File: src/qrm_pkg.sv
// Package for the quaternion rotate / multiply unit: widths, operation codes,
// and the stage records passed between pipeline modules. No dependencies.
`default_nettype none

package qrm_pkg;

    localparam int FRAC_BITS     = 15;
    localparam int VEC_WIDTH_DEF = 24;

    localparam int QW   = 18;              // quaternion input component
    localparam int OW   = 24;              // second operand x/y/z
    localparam int RWW  = FRAC_BITS + 3;   // result scalar
    localparam int PW   = QW + OW;         // qa * operand product
    localparam int SW   = 2 * QW;          // qa * scalar product
    localparam int CW   = PW + 1;          // cross product term
    localparam int DW   = PW + 2;          // dot product, Hamilton sums
    localparam int KW   = SW + 1;          // 2w^2 - 1
    localparam int SUMW = 64;              // rotation accumulator

    // split points for the second-level multiplies
    localparam int KL = 18;
    localparam int CL = 22;
    localparam int DL = 22;

    localparam int BKH_W = OW + KW - KL;
    localparam int BKL_W = OW + KL + 1;
    localparam int WCH_W = QW + CW - CL;
    localparam int WCL_W = QW + CL + 1;
    localparam int QDH_W = QW + DW - DL;
    localparam int QDL_W = QW + DL + 1;

    typedef logic [1:0] func_t;

    localparam func_t FUNC_ROT  = 2'd0;
    localparam func_t FUNC_IROT = 2'd1;
    localparam func_t FUNC_HAM  = 2'd2;
    localparam func_t FUNC_CONJ = 2'd3;

    typedef logic signed [QW-1:0] q_t;
    typedef logic signed [OW-1:0] o_t;
    typedef logic signed [PW-1:0] p_t;
    typedef logic signed [SW-1:0] sq_t;

    typedef struct packed {
        func_t func;
        q_t    x;
        q_t    y;
        q_t    z;
        q_t    w;
        o_t    bx;
        o_t    by;
        o_t    bz;
        q_t    bw;
    } in_t;

    typedef struct packed {
        func_t func;
        q_t    x;
        q_t    y;
        q_t    z;
        q_t    w;
        o_t    bx;
        o_t    by;
        o_t    bz;
        p_t    xbx;
        p_t    xby;
        p_t    xbz;
        p_t    ybx;
        p_t    yby;
        p_t    ybz;
        p_t    zbx;
        p_t    zby;
        p_t    zbz;
        p_t    wbx;
        p_t    wby;
        p_t    wbz;
        sq_t   xbw;
        sq_t   ybw;
        sq_t   zbw;
        sq_t   wbw;
        sq_t   ww;
    } s1_t;

    // index 0..3 = x, y, z, w
    typedef struct packed {
        func_t                func;
        logic [3:0][QW-1:0]   q;
        logic [2:0][OW-1:0]   bv;
        logic [2:0][CW-1:0]   c;
        logic [DW-1:0]        dot;
        logic [KW-1:0]        k;
        logic [3:0][DW-1:0]   h;
    } s2_t;

    typedef struct packed {
        func_t                 func;
        logic [3:0][QW-1:0]    q;
        logic [3:0][DW-1:0]    h;
        logic [2:0][BKH_W-1:0] bkh;
        logic [2:0][BKL_W-1:0] bkl;
        logic [2:0][WCH_W-1:0] wch;
        logic [2:0][WCL_W-1:0] wcl;
        logic [2:0][QDH_W-1:0] qdh;
        logic [2:0][QDL_W-1:0] qdl;
    } s3_t;

    typedef struct packed {
        func_t                func;
        logic [3:0][QW-1:0]   q;
        logic [3:0][DW-1:0]   h;
        logic [2:0][SUMW-1:0] tbk;
        logic [2:0][SUMW-1:0] twc;
        logic [2:0][SUMW-1:0] tqd;
    } s4_t;

endpackage

`default_nettype wire

File: src/qrm_comb.sv
// Stage 2 of the quaternion unit: cross, dot, 2w^2-1 and Hamilton sums.
// Depends on qrm_pkg.
`default_nettype none

module qrm_comb
    import qrm_pkg::*;
(
    input  wire logic clk,
    input  wire logic rst_n,
    input  wire logic en,
    input  wire logic in_vld,
    input  wire s1_t  s1,
    output logic      vld_reg,
    output s2_t       s2_reg
);

    localparam logic signed [KW-1:0] K_ONE = KW'(1) << (2 * FRAC_BITS);

    s2_t s2_next;

    always_comb
    begin
        s2_next      = '0;
        s2_next.func = s1.func;
        s2_next.q[0] = s1.x;
        s2_next.q[1] = s1.y;
        s2_next.q[2] = s1.z;
        s2_next.q[3] = s1.w;
        s2_next.bv[0] = s1.bx;
        s2_next.bv[1] = s1.by;
        s2_next.bv[2] = s1.bz;

        // inverse rotation flips the cross term
        if (s1.func == FUNC_IROT)
        begin
            s2_next.c[0] = CW'($signed(s1.zby) - $signed(s1.ybz));
            s2_next.c[1] = CW'($signed(s1.xbz) - $signed(s1.zbx));
            s2_next.c[2] = CW'($signed(s1.ybx) - $signed(s1.xby));
        end
        else
        begin
            s2_next.c[0] = CW'($signed(s1.ybz) - $signed(s1.zby));
            s2_next.c[1] = CW'($signed(s1.zbx) - $signed(s1.xbz));
            s2_next.c[2] = CW'($signed(s1.xby) - $signed(s1.ybx));
        end

        s2_next.dot = DW'($signed(s1.xbx)) + DW'($signed(s1.yby)) + DW'($signed(s1.zbz));
        s2_next.k   = $signed({s1.ww, 1'b0}) - K_ONE;

        s2_next.h[0] = DW'($signed(s1.xbw)) + DW'($signed(s1.ybz))
                     - DW'($signed(s1.zby)) + DW'($signed(s1.wbx));
        s2_next.h[1] = DW'($signed(s1.ybw)) - DW'($signed(s1.xbz))
                     + DW'($signed(s1.zbx)) + DW'($signed(s1.wby));
        s2_next.h[2] = DW'($signed(s1.xby)) - DW'($signed(s1.ybx))
                     + DW'($signed(s1.zbw)) + DW'($signed(s1.wbz));
        s2_next.h[3] = DW'($signed(s1.wbw)) - DW'($signed(s1.xbx))
                     - DW'($signed(s1.yby)) - DW'($signed(s1.zbz));
    end

    always_ff @(posedge clk or negedge rst_n)
    begin
        if (!rst_n)
            vld_reg <= 1'b0;
        else if (en)
            vld_reg <= in_vld;
    end

    always_ff @(posedge clk)
    begin
        if (en)
            s2_reg <= s2_next;
    end

endmodule

`default_nettype wire

File: config.mk
export PLATFORM = sky130hd
export DESIGN_NAME = qrm_comb
export DESIGN_NICKNAME = d
export VERILOG_FILES = /design/src/qrm_pkg.sv /design/src/qrm_comb.sv
export SDC_FILE = /design/constraint.sdc
export NUM_CORES = 2
export LEC_CHECK = 0
export BUFFER_PORTS_ARGS = -buffer_cell sky130_fd_sc_hd__buf_4
export CORE_AREA = 2 2 531 533
export CTS_CLUSTER_SIZE = 16
export DETAILED_ROUTE_END_ITERATION = 16
export DIE_AREA = 0 0 533 535
export PLACE_DENSITY_LB_ADDON = 0.15
export SLEW_MARGIN = 10
export SYNTH_ARGS = -nofsm -noshare
export SYNTH_HDL_FRONTEND = slang
export SYNTH_SLANG_ARGS = --single-unit
File: constraint.sdc
create_clock -name clk -period 0.8 [get_ports clk]
set_input_delay 0 -clock clk [delete_from_list [all_inputs] [get_ports clk]]
set_output_delay 0 -clock clk [all_outputs]
set_load 0.1 [all_outputs]
==> metrics.md <==
| Metric | Value |
|---|---|
| Synthesized area per cell | `approximately 9 µm²` |
| Setup TNS | `-944710 ps` |
| Initial Utilization | `18.7%` |
| Failing checks | `hold timing, setup timing` |
| Req. time, crit path | `1400 ps` |
| Mapped Cells | `roughly 5600` |
| WHS | `-426 ps` |
| Max Cap Viol | `0` |
| Vias in the first global route | `approximately 61000` |
| Max Root-Sink Buffers | `4` |
| Fin. Hold Viols | `27` |
| Die H | `535 µm` |
| 1st-iter DRT viols | `between 3000 and 4000` |
| Post-layout util | `35.6%` |
| Sink Count | `532` |
| Worst-margin pin slew | `781 ps` |
| Cells after DPL | `12900` |
| Peak supply drop | `0.00357 V` |
| Largest net degree at the start of global routing | `51` |
| Switch share | `50.6%` |
| P_sw | `138 mW` |
| Final slew viol count | `0` |
| Post-synth EDFFs | `approximately 530` |
| Clock Skews | `0 ps` |
| Initial antenna violation count | `63` |
| Hold crit path type | `input port to flip-flop` |
| Post-synthesis mux area share | `0.603%` |
| Hold path start | `s1[36]` |
| Final WS setup | `-2460 ps` |
| Commonest cells after routing, fill and taps aside | `buf_4, inv_1, edfxtp_1` |
| Area Growth Syn to Fin | `90.5%` |
| Most used DFF post-synth | `edfxtp_1` |
| Status | `complete, but fails checks` |
| Comb power frac | `69.9%` |
| Compound-Gate Fraction of Synth Area | `20.5%` |
| Cts hold-fix bufs | `337` |
| Max reg flops | `between 500 and 600` |
| Slew headroom | `between 40% and 50%` |
| Final min period | `3260 ps` |
| Share of post-route cells with drive strength above 1 | `between 50% and 60%` |
| Worst Path Class, Setup | `input port to flip-flop` |
| Final ANT Viol Nets | `0` |
| CTS root buf | `clkbuf_16` |
| Async set-reset flop share out of synthesis | `0.188%` |
| Final setup vio count | `1383` |
| Fmax | `around 0.31 GHz` |
| Static Leak | `around 47 nW` |
| Drt wl/cell | `between 20 and 25 µm` |
| Total power | `274 mW` |
| Reg-to-Reg Start | `vld_reg` |
| Post-Layout Cell Count | `around 14000` |
| CTS Buf Count | `80` |
| Synth Area in XOR/XNOR | `roughly 5.3%` |
| Residual DRC | `0` |
| H-Tree Depth | `3` |
| Port buffer count | `1365` |
| Clk pin slew, worst setup/hold paths | `roughly 60 ps` |
| Worst Setup End Kind | `flip-flop` |
| Pwr dens | `about 2800 nW/µm²` |
| CTS tree | `done` |
| Vias per inst | `4.31` |
| Area of the die | `285000 µm²` |
| GRT overflow | `0` |
| Routed WL | `324 mm` |
| Sequential Power Share | `16.6%` |
| RSZ-0062 raised after global routing | `true` |
| Die width | `533 µm` |
| Worst EP arrival | `3860 ps` |
| Routed vias | `58300` |
| Clock power share | `between 10% and 20%` |
| Global-route wire length before repair | `450 mm` |
| Post-Synth Simple-Gate Area | `9.61%` |
| Area of the mapped netlist | `52000 µm²` |
| Core area | `about 280000 µm²` |
| DP Worst Slack | `-3660 ps` |
| Post-Synth Adder-Cell Area | `24.7%` |
| Rows | `~190` |
| Main combinational cell family by area after synthesis | `adder cells` |
| Maximum fanout along the worst path | `3` |
| Int Power | `roughly 140 mW` |
| Synth warn | `0` |
| Netlist cell types | `96` |
| Reg2reg setup slack | `-40 ps` |
| Hold path depth | `2` |
| Worst-Skew Late Latency | `830 ps` |
| Post-synthesis sequential area ratio | `a little under a third` |
| Hpwl dp | `283 mm` |
| Post-Syn Nets | `7279` |
| Setup crit start kind | `input port` |
| Reg2Reg Capture Point | `vld_reg` |
| Placed Instance Area | `88600 µm²` |
| Post-route cell area | `99200 µm²` |
| Hold endpoint | `s2_reg[132]` |
| # nets final | `11400` |
| R2R depth | `1` |
| Most common cell after layout, fill and taps aside | `buf_4` |
| Pre-antenna DRT Iters | `5` |
| Final period util | `408%` |
| Ports | `1367` |
| Yosys reg bits | `532` |
| GRT Overall Usage | `21.9%` |
| Routability cong. | `0.971` |
power groups by stage:
stage	Clock [mW]	Sequential, mW	Combinational, mW
2_1_floorplan	0	95.3	51.0
5_1_grt	39.4	46.0	201
3_3_place_gp	0	46.1	172
3_5_place_dp	0	45.8	172
6_report	37.0	45.4	191
4_1_cts	38.4	45.5	186
kinds of logic after synthesis:
logic type	count (synthesis)
XOR/XNOR	315
buffers and inverters	1177
AO/OA/AOI/OAI	1699
flip-flops	532
multiplexers	31
other	1
AND/OR/NAND/NOR	1054
adder cells (fa/ha/maj)	818
cells in the mapped netlist (all sizes together) (100+ instances only):
library cell	number	share of area, %
a21o	221	3.2
a21oi	592	5.7
clkbuf	172	1.2
edfxtp	531	31
fa	350	13
ha	468	11
inv	984	7.1
nand2	328	2.4
nand4	100	1.2
nor2	264	1.9
o21ai	347	3.3
o21bai	124	1.8
xnor2	215	3.6
xor2	100	1.7
routing by layer:
layer	share of wire [%]	global-route usage, %	up-vias
met5	0.015	0	-
met4	3.9	7.87	8
met3	4.9	3.25	285
met2	45	34.3	1656
met1	47	30.5	28600
li1	-	-	27700
repair_timing:
| item | in CTS | in global routing |
|---|---|---|
| resized for setup | 483 | 206 |
| buffers inserted | 87 | 73 |
| cloned | 0 | 0 |
| endpoints found under the hold margin | 709 | 40 |
| endpoints found under the setup margin | 864 | 1376 |
| pin swaps | 230 | 182 |
critical path, stage by stage:
cell	delay, ps
buf_8	80
clkinvlp_4	160
fa_2	610
inv_2	50
fa_2	520
inv_2	40
ha_4	310
o21a_1	130
o211ai_1	150
a211oi_2	310
a211o_1	310
a21o_4	210
buf_6	110
nand2_4	40
o31a_1	340
buf_6	150
buf_6	100
a311oi_2	210
worst max path at each step:
stage / from / to / slack, ps / depth (start not counted)
floorplan: s1[148] / s2_reg[40] / -2700 / 14
global placement: s1[523] / s2_reg[130] / -3720 / 18
detailed placement: s1[523] / s2_reg[130] / -3660 / 18
CTS: s1[182] / s2_reg[126] / -2460 / 17
global route: s1[523] / s2_reg[129] / -2510 / 17
finish: s1[523] / s2_reg[131] / -2460 / 18
area by class of cell:
type | count | area, µm²
Fill cell | 28700 | 180000
Multi-Input combinational cell | 3918 | 37900
Timing Repair Buffer | 4189 | 34000
Sequential cell | 532 | 16000
Tap cell | 3724 | 4660
Inverter | 984 | 4040
Clock buffer | 90 | 2060
Clock inverter | 48 | 544
Antenna cell | 26 | 65.1
Note: power is estimated with default switching activity, not from simulation.
