### src/qrm_pkg.sv
// Package for the quaternion rotate / multiply unit: widths, operation codes,
// and the stage records passed between pipeline modules. No dependencies.
`default_nettype none

package qrm_pkg;

    localparam int FRAC_BITS     = 15;
    localparam int VEC_WIDTH_DEF = 24;

    localparam int QW   = 18;              // quaternion input component
    localparam int OW   = 24;              // second operand x/y/z
    localparam int RWW  = FRAC_BITS + 3;   // result scalar
    localparam int PW   = QW + OW;         // qa * operand product
    localparam int SW   = 2 * QW;          // qa * scalar product
    localparam int CW   = PW + 1;          // cross product term
    localparam int DW   = PW + 2;          // dot product, Hamilton sums
    localparam int KW   = SW + 1;          // 2w^2 - 1
    localparam int SUMW = 64;              // rotation accumulator

    // split points for the second-level multiplies
    localparam int KL = 18;
    localparam int CL = 22;
    localparam int DL = 22;

    localparam int BKH_W = OW + KW - KL;
    localparam int BKL_W = OW + KL + 1;
    localparam int WCH_W = QW + CW - CL;
    localparam int WCL_W = QW + CL + 1;
    localparam int QDH_W = QW + DW - DL;
    localparam int QDL_W = QW + DL + 1;

    typedef logic [1:0] func_t;

    localparam func_t FUNC_ROT  = 2'd0;
    localparam func_t FUNC_IROT = 2'd1;
    localparam func_t FUNC_HAM  = 2'd2;
    localparam func_t FUNC_CONJ = 2'd3;

    typedef logic signed [QW-1:0] q_t;
    typedef logic signed [OW-1:0] o_t;
    typedef logic signed [PW-1:0] p_t;
    typedef logic signed [SW-1:0] sq_t;

    typedef struct packed {
        func_t func;
        q_t    x;
        q_t    y;
        q_t    z;
        q_t    w;
        o_t    bx;
        o_t    by;
        o_t    bz;
        q_t    bw;
    } in_t;

    typedef struct packed {
        func_t func;
        q_t    x;
        q_t    y;
        q_t    z;
        q_t    w;
        o_t    bx;
        o_t    by;
        o_t    bz;
        p_t    xbx;
        p_t    xby;
        p_t    xbz;
        p_t    ybx;
        p_t    yby;
        p_t    ybz;
        p_t    zbx;
        p_t    zby;
        p_t    zbz;
        p_t    wbx;
        p_t    wby;
        p_t    wbz;
        sq_t   xbw;
        sq_t   ybw;
        sq_t   zbw;
        sq_t   wbw;
        sq_t   ww;
    } s1_t;

    // index 0..3 = x, y, z, w
    typedef struct packed {
        func_t                func;
        logic [3:0][QW-1:0]   q;
        logic [2:0][OW-1:0]   bv;
        logic [2:0][CW-1:0]   c;
        logic [DW-1:0]        dot;
        logic [KW-1:0]        k;
        logic [3:0][DW-1:0]   h;
    } s2_t;

    typedef struct packed {
        func_t                 func;
        logic [3:0][QW-1:0]    q;
        logic [3:0][DW-1:0]    h;
        logic [2:0][BKH_W-1:0] bkh;
        logic [2:0][BKL_W-1:0] bkl;
        logic [2:0][WCH_W-1:0] wch;
        logic [2:0][WCL_W-1:0] wcl;
        logic [2:0][QDH_W-1:0] qdh;
        logic [2:0][QDL_W-1:0] qdl;
    } s3_t;

    typedef struct packed {
        func_t                func;
        logic [3:0][QW-1:0]   q;
        logic [3:0][DW-1:0]   h;
        logic [2:0][SUMW-1:0] tbk;
        logic [2:0][SUMW-1:0] twc;
        logic [2:0][SUMW-1:0] tqd;
    } s4_t;

endpackage

`default_nettype wire

### src/qrm_out.sv
// Stages 5 and 6 of the quaternion unit: final sum and rounding, operation
// select, then saturation into the output register. Depends on qrm_pkg.
`default_nettype none

module qrm_out
    import qrm_pkg::*;
#(
    parameter int VEC_WIDTH = VEC_WIDTH_DEF
)
(
    input  wire logic                  clk,
    input  wire logic                  rst_n,
    input  wire logic                  en,
    input  wire logic                  in_vld,
    input  wire s4_t                   s4,
    output logic                       out_vld,
    output logic signed [VEC_WIDTH-1:0] res_x,
    output logic signed [VEC_WIDTH-1:0] res_y,
    output logic signed [VEC_WIDTH-1:0] res_z,
    output logic signed [RWW-1:0]       res_w,
    output logic                       ovf
);

    localparam logic signed [SUMW-1:0] R_HALF = SUMW'(1) <<< (3 * FRAC_BITS - 1);
    localparam logic signed [SUMW-1:0] H_HALF = SUMW'(1) <<< (FRAC_BITS - 1);
    localparam logic signed [SUMW-1:0] V_MAX  =
        {{(SUMW - VEC_WIDTH + 1){1'b0}}, {(VEC_WIDTH - 1){1'b1}}};
    localparam logic signed [SUMW-1:0] V_MIN  = ~V_MAX;
    localparam logic signed [SUMW-1:0] W_MAX  =
        {{(SUMW - RWW + 1){1'b0}}, {(RWW - 1){1'b1}}};
    localparam logic signed [SUMW-1:0] W_MIN  = ~W_MAX;

    logic                    v5_reg;
    logic signed [SUMW-1:0]  sel_reg  [4];
    logic signed [SUMW-1:0]  sel_next [4];
    logic signed [SUMW-1:0]  rsum     [3];
    logic signed [SUMW-1:0]  hsum     [4];

    logic                        v6_reg;
    logic signed [VEC_WIDTH-1:0] rx_reg, ry_reg, rz_reg;
    logic signed [VEC_WIDTH-1:0] rx_next, ry_next, rz_next;
    logic signed [RWW-1:0]       rw_reg, rw_next;
    logic                        ovf_reg, ovf_next;
    logic [3:0]                  hi_cl, lo_cl;

    always_comb
    begin
        for (int i = 0; i < 3; i++)
            rsum[i] = $signed(s4.tbk[i]) + $signed(s4.twc[i]) + $signed(s4.tqd[i]) + R_HALF;
        for (int i = 0; i < 4; i++)
            hsum[i] = SUMW'($signed(s4.h[i])) + H_HALF;

        for (int i = 0; i < 4; i++)
            sel_next[i] = '0;

        case (s4.func)
            FUNC_ROT, FUNC_IROT:
            begin
                for (int i = 0; i < 3; i++)
                    sel_next[i] = rsum[i] >>> (3 * FRAC_BITS);
                sel_next[3] = '0;
            end
            FUNC_HAM:
            begin
                for (int i = 0; i < 4; i++)
                    sel_next[i] = hsum[i] >>> FRAC_BITS;
            end
            FUNC_CONJ:
            begin
                for (int i = 0; i < 3; i++)
                    sel_next[i] = -(SUMW'($signed(s4.q[i])));
                sel_next[3] = SUMW'($signed(s4.q[3]));
            end
            default:
            begin
                for (int i = 0; i < 4; i++)
                    sel_next[i] = '0;
            end
        endcase
    end

    // clamp
    always_comb
    begin
        for (int i = 0; i < 3; i++)
        begin
            hi_cl[i] = sel_reg[i] > V_MAX;
            lo_cl[i] = sel_reg[i] < V_MIN;
        end
        hi_cl[3] = sel_reg[3] > W_MAX;
        lo_cl[3] = sel_reg[3] < W_MIN;

        rx_next = hi_cl[0] ? V_MAX[VEC_WIDTH-1:0] :
                  lo_cl[0] ? V_MIN[VEC_WIDTH-1:0] : sel_reg[0][VEC_WIDTH-1:0];
        ry_next = hi_cl[1] ? V_MAX[VEC_WIDTH-1:0] :
                  lo_cl[1] ? V_MIN[VEC_WIDTH-1:0] : sel_reg[1][VEC_WIDTH-1:0];
        rz_next = hi_cl[2] ? V_MAX[VEC_WIDTH-1:0] :
                  lo_cl[2] ? V_MIN[VEC_WIDTH-1:0] : sel_reg[2][VEC_WIDTH-1:0];
        rw_next = hi_cl[3] ? W_MAX[RWW-1:0] :
                  lo_cl[3] ? W_MIN[RWW-1:0] : sel_reg[3][RWW-1:0];
        ovf_next = |(hi_cl | lo_cl);
    end

    always_ff @(posedge clk or negedge rst_n)
    begin
        if (!rst_n)
        begin
            v5_reg <= 1'b0;
            v6_reg <= 1'b0;
        end
        else if (en)
        begin
            v5_reg <= in_vld;
            v6_reg <= v5_reg;
        end
    end

    always_ff @(posedge clk)
    begin
        if (en)
        begin
            for (int i = 0; i < 4; i++)
                sel_reg[i] <= sel_next[i];
            rx_reg  <= rx_next;
            ry_reg  <= ry_next;
            rz_reg  <= rz_next;
            rw_reg  <= rw_next;
            ovf_reg <= ovf_next;
        end
    end

    assign out_vld = v6_reg;
    assign res_x   = rx_reg;
    assign res_y   = ry_reg;
    assign res_z   = rz_reg;
    assign res_w   = rw_reg;
    assign ovf     = ovf_reg;

endmodule

`default_nettype wire

### config.mk
export PLATFORM = sky130hd
export DESIGN_NAME = qrm_out
export DESIGN_NICKNAME = d
export VERILOG_FILES = /design/src/qrm_pkg.sv /design/src/qrm_out.sv
export SDC_FILE = /design/constraint.sdc
export NUM_CORES = 1
export LEC_CHECK = 0
export CAP_MARGIN = 20
export CELL_PAD_IN_SITES_DETAIL_PLACEMENT = 0
export CELL_PAD_IN_SITES_GLOBAL_PLACEMENT = 1
export CORE_AREA = 5 5 352 354
export DETAILED_ROUTE_END_ITERATION = 8
export DIE_AREA = 0 0 357 359
export DONT_BUFFER_PORTS = 1
export PLACE_DENSITY_LB_ADDON = 0.1
export SYNTH_ARGS = -nofsm -noshare
export SYNTH_HDL_FRONTEND = slang
export SYNTH_SLANG_ARGS = --single-unit
export TNS_END_PERCENT = 10
### constraint.sdc
create_clock -name clk -period 2.8 [get_ports clk]
set_input_delay 0.28 -clock clk [delete_from_list [all_inputs] [get_ports clk]]
set_output_delay 0.28 -clock clk [all_outputs]
set_load 0.005 [all_outputs]
==> results.ini, run 1 <==
[outcome]
outcome = finished with violations
violations = negative setup slack

[worst_hold_path]
min_to = sel_reg[1][15]
worstHoldPathCells = 2
timing.hold.worst.class = primary input to register
min-delay-start = s4[824]

[sta]
skew_ns = 0.0262
period_needed_ns = 3.42
hold_violations = 0
slew-limit-headroom_pct = 38.4
drv_slew = 0
timing.hold.ws_ns = 0.0313
setup_slack_ns = -0.618
setup_viol = 179
min_period_over_period_pct = 122
fmax_ghz = 0.293
worstMarginPinSlew_ns = 0.922
finalSetupTns_ns = -70.62
rsz0062_at_grt = true

[cts]
cts_sinks = 303
cts_buffer_depth = 3
path_clk_slew_ns = 0.06
cts.htree.levels = 2
clk_latency_ns = 0.56
root_buffer = clkbuf_16
numCtsBuffers = 41
cts_tree = done

[grt]
grt_max_degree = 304
grt_overflow = 0
grt_pass1_wl_um = 189000
grt_pass1_vias = 31334
antenna_found_initial = 9
grt_use_total_pct = 19.1

[placed_design]
portBuffers = 0
dp_hpwl_um = 106000
place_ws_ns = -1.46
place_congestion = 0.855

[synthesis]
synth_edf_count = 301
yosysTopAreaCell = edfxtp_1
synth_top_family_by_area = adder cells
yosysSeqAreaShare_pct = 26.5
synth_seq_cells = 303
synth_cell_types = 81
ys.flop_type = edfxtp_1
netlist_instances = 4098
synthSimpleGateAreaFrac_pct = 16.0
yosysWarnings = 0
yosysTopAreaCellShare_pct = 26.3
synthesis.area_sq_um = 34300
ys_async_sr_fraction_pct = 0.660
synth_compound_area_share_pct = 14.3
synthAdderAreaFrac_pct = 26.1
synthTopCellsByArea = edfxtp_1 (26%), ha_1 (15%), fa_1 (11%)
synth_xor_area_share_pct = 5.28
syn-num-nets = 5532
syn_area_per_cell_sq_um = 8.37
muxShareOfSynthArea_pct = 0.438

[finish]
area_growth_pct = 29.6
final_core_util_pct = 36.8
layout-drive-gt1-share_pct = 20.2
final_nets = 6076
largest_register_ffs = 210

[worst_setup_path]
arrival_ns = 3.72
crit_path_start_kind = primary input
crit_path_top_delay_cell = fa_1
required_ns = 3.10
critPathMaxStageDelay_ns = 0.53
regToRegSetupSlack_ns = 0.29
crit_type = primary input to register
r2r_end = ovf
worstPathMaxFanout = 7
crit_cells = 18
worstRegToRegCells = 8
crit_family = adder cells
endpoint_kind = register
crit_buf_inv = 6
crit_chain = inv_1 > fa_1 > inv_1 > ha_4 > ha_4 > nand2_1 > or3_1 > or2_1 > nor4_4 > o21ai_1 > buf_4 > a2111oi_4 > buf_4 > o21ai_4 > a31oi_4 > buf_12 > clkbuf_16 > nand2_1
r2r_start = sel_reg[2][26]

[floorplan]
core_area_sq_um = 121000
initial_core_util_pct = 28.4
die_area_sq_um = 128000
boundaryPins = 922
rows = 128
die_h_um = 359
die_x_um = 357

[drt]
drc = 0
routed_wl_um = 129000
vias_per_cell = 4.76
dr_total_vias = 30022
drt_iter0_drc = 1411
detail_route.wl_per_cell_um = 20.4
first_pass_iters = 5
antenna_left = 0

[power_and_ir_drop]
leakage_nw = 20.8
power_per_cell_area_nw_per_um2 = 569
power_mw = 25.3
max-vdd-ir-drop_mv = 0.387

[run]
maxCapViolations = 0

worst register-to-register path, stage by stage, from the launching register on:
cell and delay (ns):
edfxtp_1 0.40, nand4_1 0.16, nor4_1 0.28, nand2_1 0.11
o41ai_2 0.42, buf_4 0.20, nand2_1 0.09, nor4bb_1 0.34
nand4_1 0.21
per-stage QoR:
stage          cell area [sq um]  std cells
2_1_floorplan              35500       4098
3_3_place_gp               41400       6174
3_5_place_dp               41400       6174
4_1_cts                    43900       6290
5_1_grt                    44500       6298
6_report                   44500       6306
Yosys cell counts (all sizes together) (6+ instances only):
cell	number
nor3b	7
nand2b	10
nor3	63
nand2	488
a31oi	24
xnor2	104
o311ai	12
nand4	116
and4	12
a21boi	7
and3	37
nor2b	14
a211o	8
clkbuf	105
buf	16
o21a	14
o211ai	61
a2111oi	8
a21oi	235
and2	9
o41ai	8
ha	418
o21ai	186
edfxtp	301
a221oi	6
nor4	61
a211oi	38
fa	186
or3	11
mux2i	9
xor2	103
a21o	81
o221ai	11
nand3	120
nor2	196
inv	908
a31o	6
o31ai	13
o21bai	16
area by class of cell:
cell class	instances	area, sq um
multi-input cells	2766	23500
clock buffers	49	1100
inverters	908	3440
clock inverters	25	280
fillers	12647	76300
diodes	8	20.0
well taps	1625	2030
repair buffers	622	5020
flip-flops and latches	303	9090
timing repair:
action / 4_1_cts / 5_1_grt
endpoints found under the setup margin: 180 / 180
hold buffers: 39 / 6
setup buffers: 3 / 3
gates resized for setup: 103 / 80
pin swaps: 44 / 34
cloned: 1 / 1
endpoints found under the hold margin: 286 / 40
cell usage in the layout (no fill, tap or decap), types with 17 or more instances in the layout:
cell type / Yosys / final
a211oi_1: 37 / 27
a21o_1: 81 / 81
a21oi_1: 233 / 195
a21oi_2: 2 / 35
a31oi_1: 22 / 17
and3_1: 37 / 36
buf_4: 2 / 565
clkbuf_16: 0 / 44
dlygate4sd3_1: 0 / 38
edfxtp_1: 301 / 301
fa_1: 186 / 186
ha_1: 418 / 313
ha_4: 0 / 101
inv_1: 908 / 887
nand2_1: 488 / 482
nand3_1: 120 / 115
nand4_1: 116 / 116
nor2_1: 196 / 192
nor3_1: 61 / 45
nor3_2: 1 / 17
nor4_1: 58 / 48
o211ai_1: 61 / 61
o21ai_0: 181 / 145
o21ai_1: 4 / 33
xnor2_1: 104 / 96
xor2_1: 103 / 100
logic make-up after synthesis:
group	count (synthesis)
simple gates	1168
buf+inv	1029
compound gates	773
fa+ha+maj	604
flops	303
xor+xnor	207
mux	14
layer usage:
layer	GRT usage [%]	up-vias	part of all wire, %
li1	-	14954	-
met1	24.2	14208	43
met2	33.1	744	48
met3	4.56	112	6.5
met4	4.19	4	2.3
met5	0	-	0.024
how the worst max path moves through the flow:
stage               startpoint        endpoint  slack [ns]
finish                  s4[37]  sel_reg[0][40]       -0.62
global route            s4[12]  sel_reg[0][40]       -0.73
CTS                    s4[205]  sel_reg[0][38]       -0.62
detailed placement      s4[35]  sel_reg[0][24]       -1.46
global placement        s4[35]  sel_reg[0][19]       -1.43
floorplan              s4[530]  sel_reg[2][27]       -0.79
where the power goes:
group          switching (mW)  total (mW)  internal (mW)
Sequential              0.554        6.71           6.16
Clock                    2.09        5.43           3.34
Combinational            6.79        13.2           6.36
No activity file was read; power rests on OpenSTA's default activity.
==> inputs of run 2 (changes only) <==
Settings changed: CELL_PAD_IN_SITES_DETAIL_PLACEMENT 0 to 1.
Clock period 2.8 ns to 3.3 ns, I/O delays scaled along.
==> run 2 against run 1 <==
  * The run still ends with negative setup slack left
  * Final cell count decreased by 0.92%
  * Power decreased by 15%
  * Combinational power decreased by 16%
  * Sequential share of layout area increased by 0.14 points
  * Utilization decreased by 0.25 points
  * Via count increased by 0.69%
  * Clock power decreased by 14%
  * First-iteration DRC count decreased by 26%
  * Clock-buffer cell count decreased by 5
  * Critical endpoint is now sel_reg[2][25]
  * Highest routed layer unchanged
==> results.ini, run 2 (synthesis results as in run 1) <==
[worst_setup_path]
required_ns = 3.63  ; +0.53 ns
endpoint_kind = register
crit_chain = inv_8 > fa_1 > inv_2 > ha_4 > ha_4 > a21o_1 > a311o_1 > a211o_1 > a311o_1 > o22ai_4 > o31ai_4 > buf_6 > buf_6 > a211o_1 > a21oi_4 > and3b_1
startpoint = s4[530]
crit_buf_inv = 4  ; -2
crit_type = primary input to register
crit_family = compound AO/OA/AOI/OAI gates
crit_path_start_kind = primary input
crit_path_top_delay_cell = fa_1
worstPathMaxFanout = 5  ; -2
r2r_start = sel_reg[2][23]
arrival_ns = 3.76  ; +0.04 ns
critPathMaxStageDelay_ns = 0.55  ; +0.02 ns

[cts]
cts_buffer_depth = 3  ; unchanged
cts_tree = done
path_clk_slew_ns = 0.06  ; about the same
clk_latency_ns = 0.57  ; about the same
cts.htree.levels = 2  ; unchanged
root_buffer = clkbuf_16
cts_sinks = 303  ; unchanged
numCtsBuffers = 40  ; -2.4%

[floorplan]
boundaryPins = 922  ; unchanged
rows = 128  ; unchanged
initial_core_util_pct = 28.4  ; unchanged
die_x_um = 357  ; unchanged
die_area_sq_um = 128000  ; unchanged
die_h_um = 359  ; unchanged
core_area_sq_um = 121000  ; unchanged

[grt]
grt_use_total_pct = 19.3  ; +0.21 points
grt_max_degree = 304  ; unchanged
grt_pass1_vias = 32839  ; +4.8%
grt_overflow = 0  ; unchanged
antenna_found_initial = 6  ; -3
grt_pass1_wl_um = 193000  ; +2.4%

[finish]
final_cell_count_no_fill = 6248  ; -0.92%
layout_commonest_cell = inv_1
layout_common_cells = inv_1 (885), buf_4 (518), nand2_1 (478), ha_1 (309), edfxtp_1 (301)
insertedDiodeCount = 0  ; -8
layout-drive-gt1-share_pct = 19.7  ; -0.54 points
largest_register_ffs = 210  ; unchanged
fillers = 14244  ; +13%
final_core_util_pct = 36.6  ; -0.25 points
final_nets = 6030  ; -0.76%
area_growth_pct = 28.7

[sta]
min_period_over_period_pct = 104
finalSetupTns_ns = -4.02  ; +66.61 ns
setup_viol = 59  ; -67%
setup_slack_ns = -0.129  ; +0.489 ns
hold_violations = 0  ; unchanged
skew_ns = 0.0430  ; +0.0168 ns
drv_slew = 0  ; unchanged
fmax_ghz = 0.292
slew-limit-headroom_pct = 35.3  ; -3.0 points
worstMarginPinSlew_ns = 0.963  ; +0.0415 ns
period_needed_ns = 3.43
rsz0062_at_grt = true

[drt]
routed_wl_um = 129000  ; +0.40%
drt_iter0_drc = 1040  ; -26%
drc = 0  ; unchanged
dr_total_vias = 30229  ; +0.69%
detail_route.wl_per_cell_um = 20.7  ; +1.3%
vias_per_cell = 4.84  ; +1.6%
antenna_left = 0  ; unchanged
first_pass_iters = 7  ; +2

[outcome]
outcome = finished with violations
violations = negative setup slack

[power_and_ir_drop]
power_mw = 21.5  ; -15%
max-vdd-ir-drop_mv = 0.288  ; -26%
power_per_cell_area_nw_per_um2 = 486  ; -14%
leakage_nw = 20.6  ; -1.2%

[placed_design]
place_congestion = 0.845  ; -1.1%
dpl.cell_count = 6125  ; -0.79%
dp_hpwl_um = 108000  ; +1.9%
portBuffers = 0  ; unchanged

[run]
maxCapViolations = 0  ; unchanged

[worst_hold_path]
timing.hold.worst.class = primary input to register
min-delay-start = s4[824]

-- run 2: final cells by class --
type                            count  area (sq um)  share of cell area [%]
Multi-Input combinational cell   2766         23600                    53.4
Tap cell                         1625          2030                    4.60
Clock buffer                       44          1020                    2.30
Inverter                          908          3440                    7.79
Clock inverter                     25           375                   0.850
Sequential cell                   303          9090                    20.6
Timing Repair Buffer              577          4640                    10.5
-- run 2: metrics by stage --
stage	area [sq um]	setup WS, ns	hold WS (ns)
detailed placement	40900	-0.958	0.0345
global placement	40900	-0.930	0.0345
CTS	43000	-0.157	-0.0973
global route	44200	-0.231	0.0101
finish	44200	-0.129	0.0262
floorplan	35300	-0.341	0.0344
-- run 2: timing repair --
action | CTS | global route
buffers inserted | 1 | 8
setup endpoints to repair | 113 | 169
pin swaps | 17 | 65
hold endpoints to repair | 189 | 74
resized for setup | 45 | 182
hold buffers | 37 | 6
gates cloned | 1 | 1
-- run 2: layer usage --
metal  part of all wire, %  track usage, %  vias to the layer above
li1                      -               -                    14828
met1                    42            23.7                    14636
met2                    50            34.8                      633
met3                   5.2            3.65                      130
met4                   3.0            4.99                        2
met5                 0.010               0                        -
-- run 2: report_power, final --
part	internal [mW]	switching, mW	total [mW]
registers	5.23	0.494	5.72
clock network	2.86	1.80	4.66
logic	5.36	5.74	11.1
total	13.5	8.03	21.5
-- run 2: final timing paths --
kind | endpoint | cells past startpoint | slack [ns]
setup reg to reg | ovf | 7 | 0.60
hold / removal | sel_reg[3][3] | 2 | 0.03
hold reg to reg | res_w[6] | 1 | 0.51
setup / recovery | sel_reg[2][25] | 16 | -0.13
max in group asynchronous | out_vld | 2 | 2.64
min in group asynchronous | v5_reg | 2 | 0.53
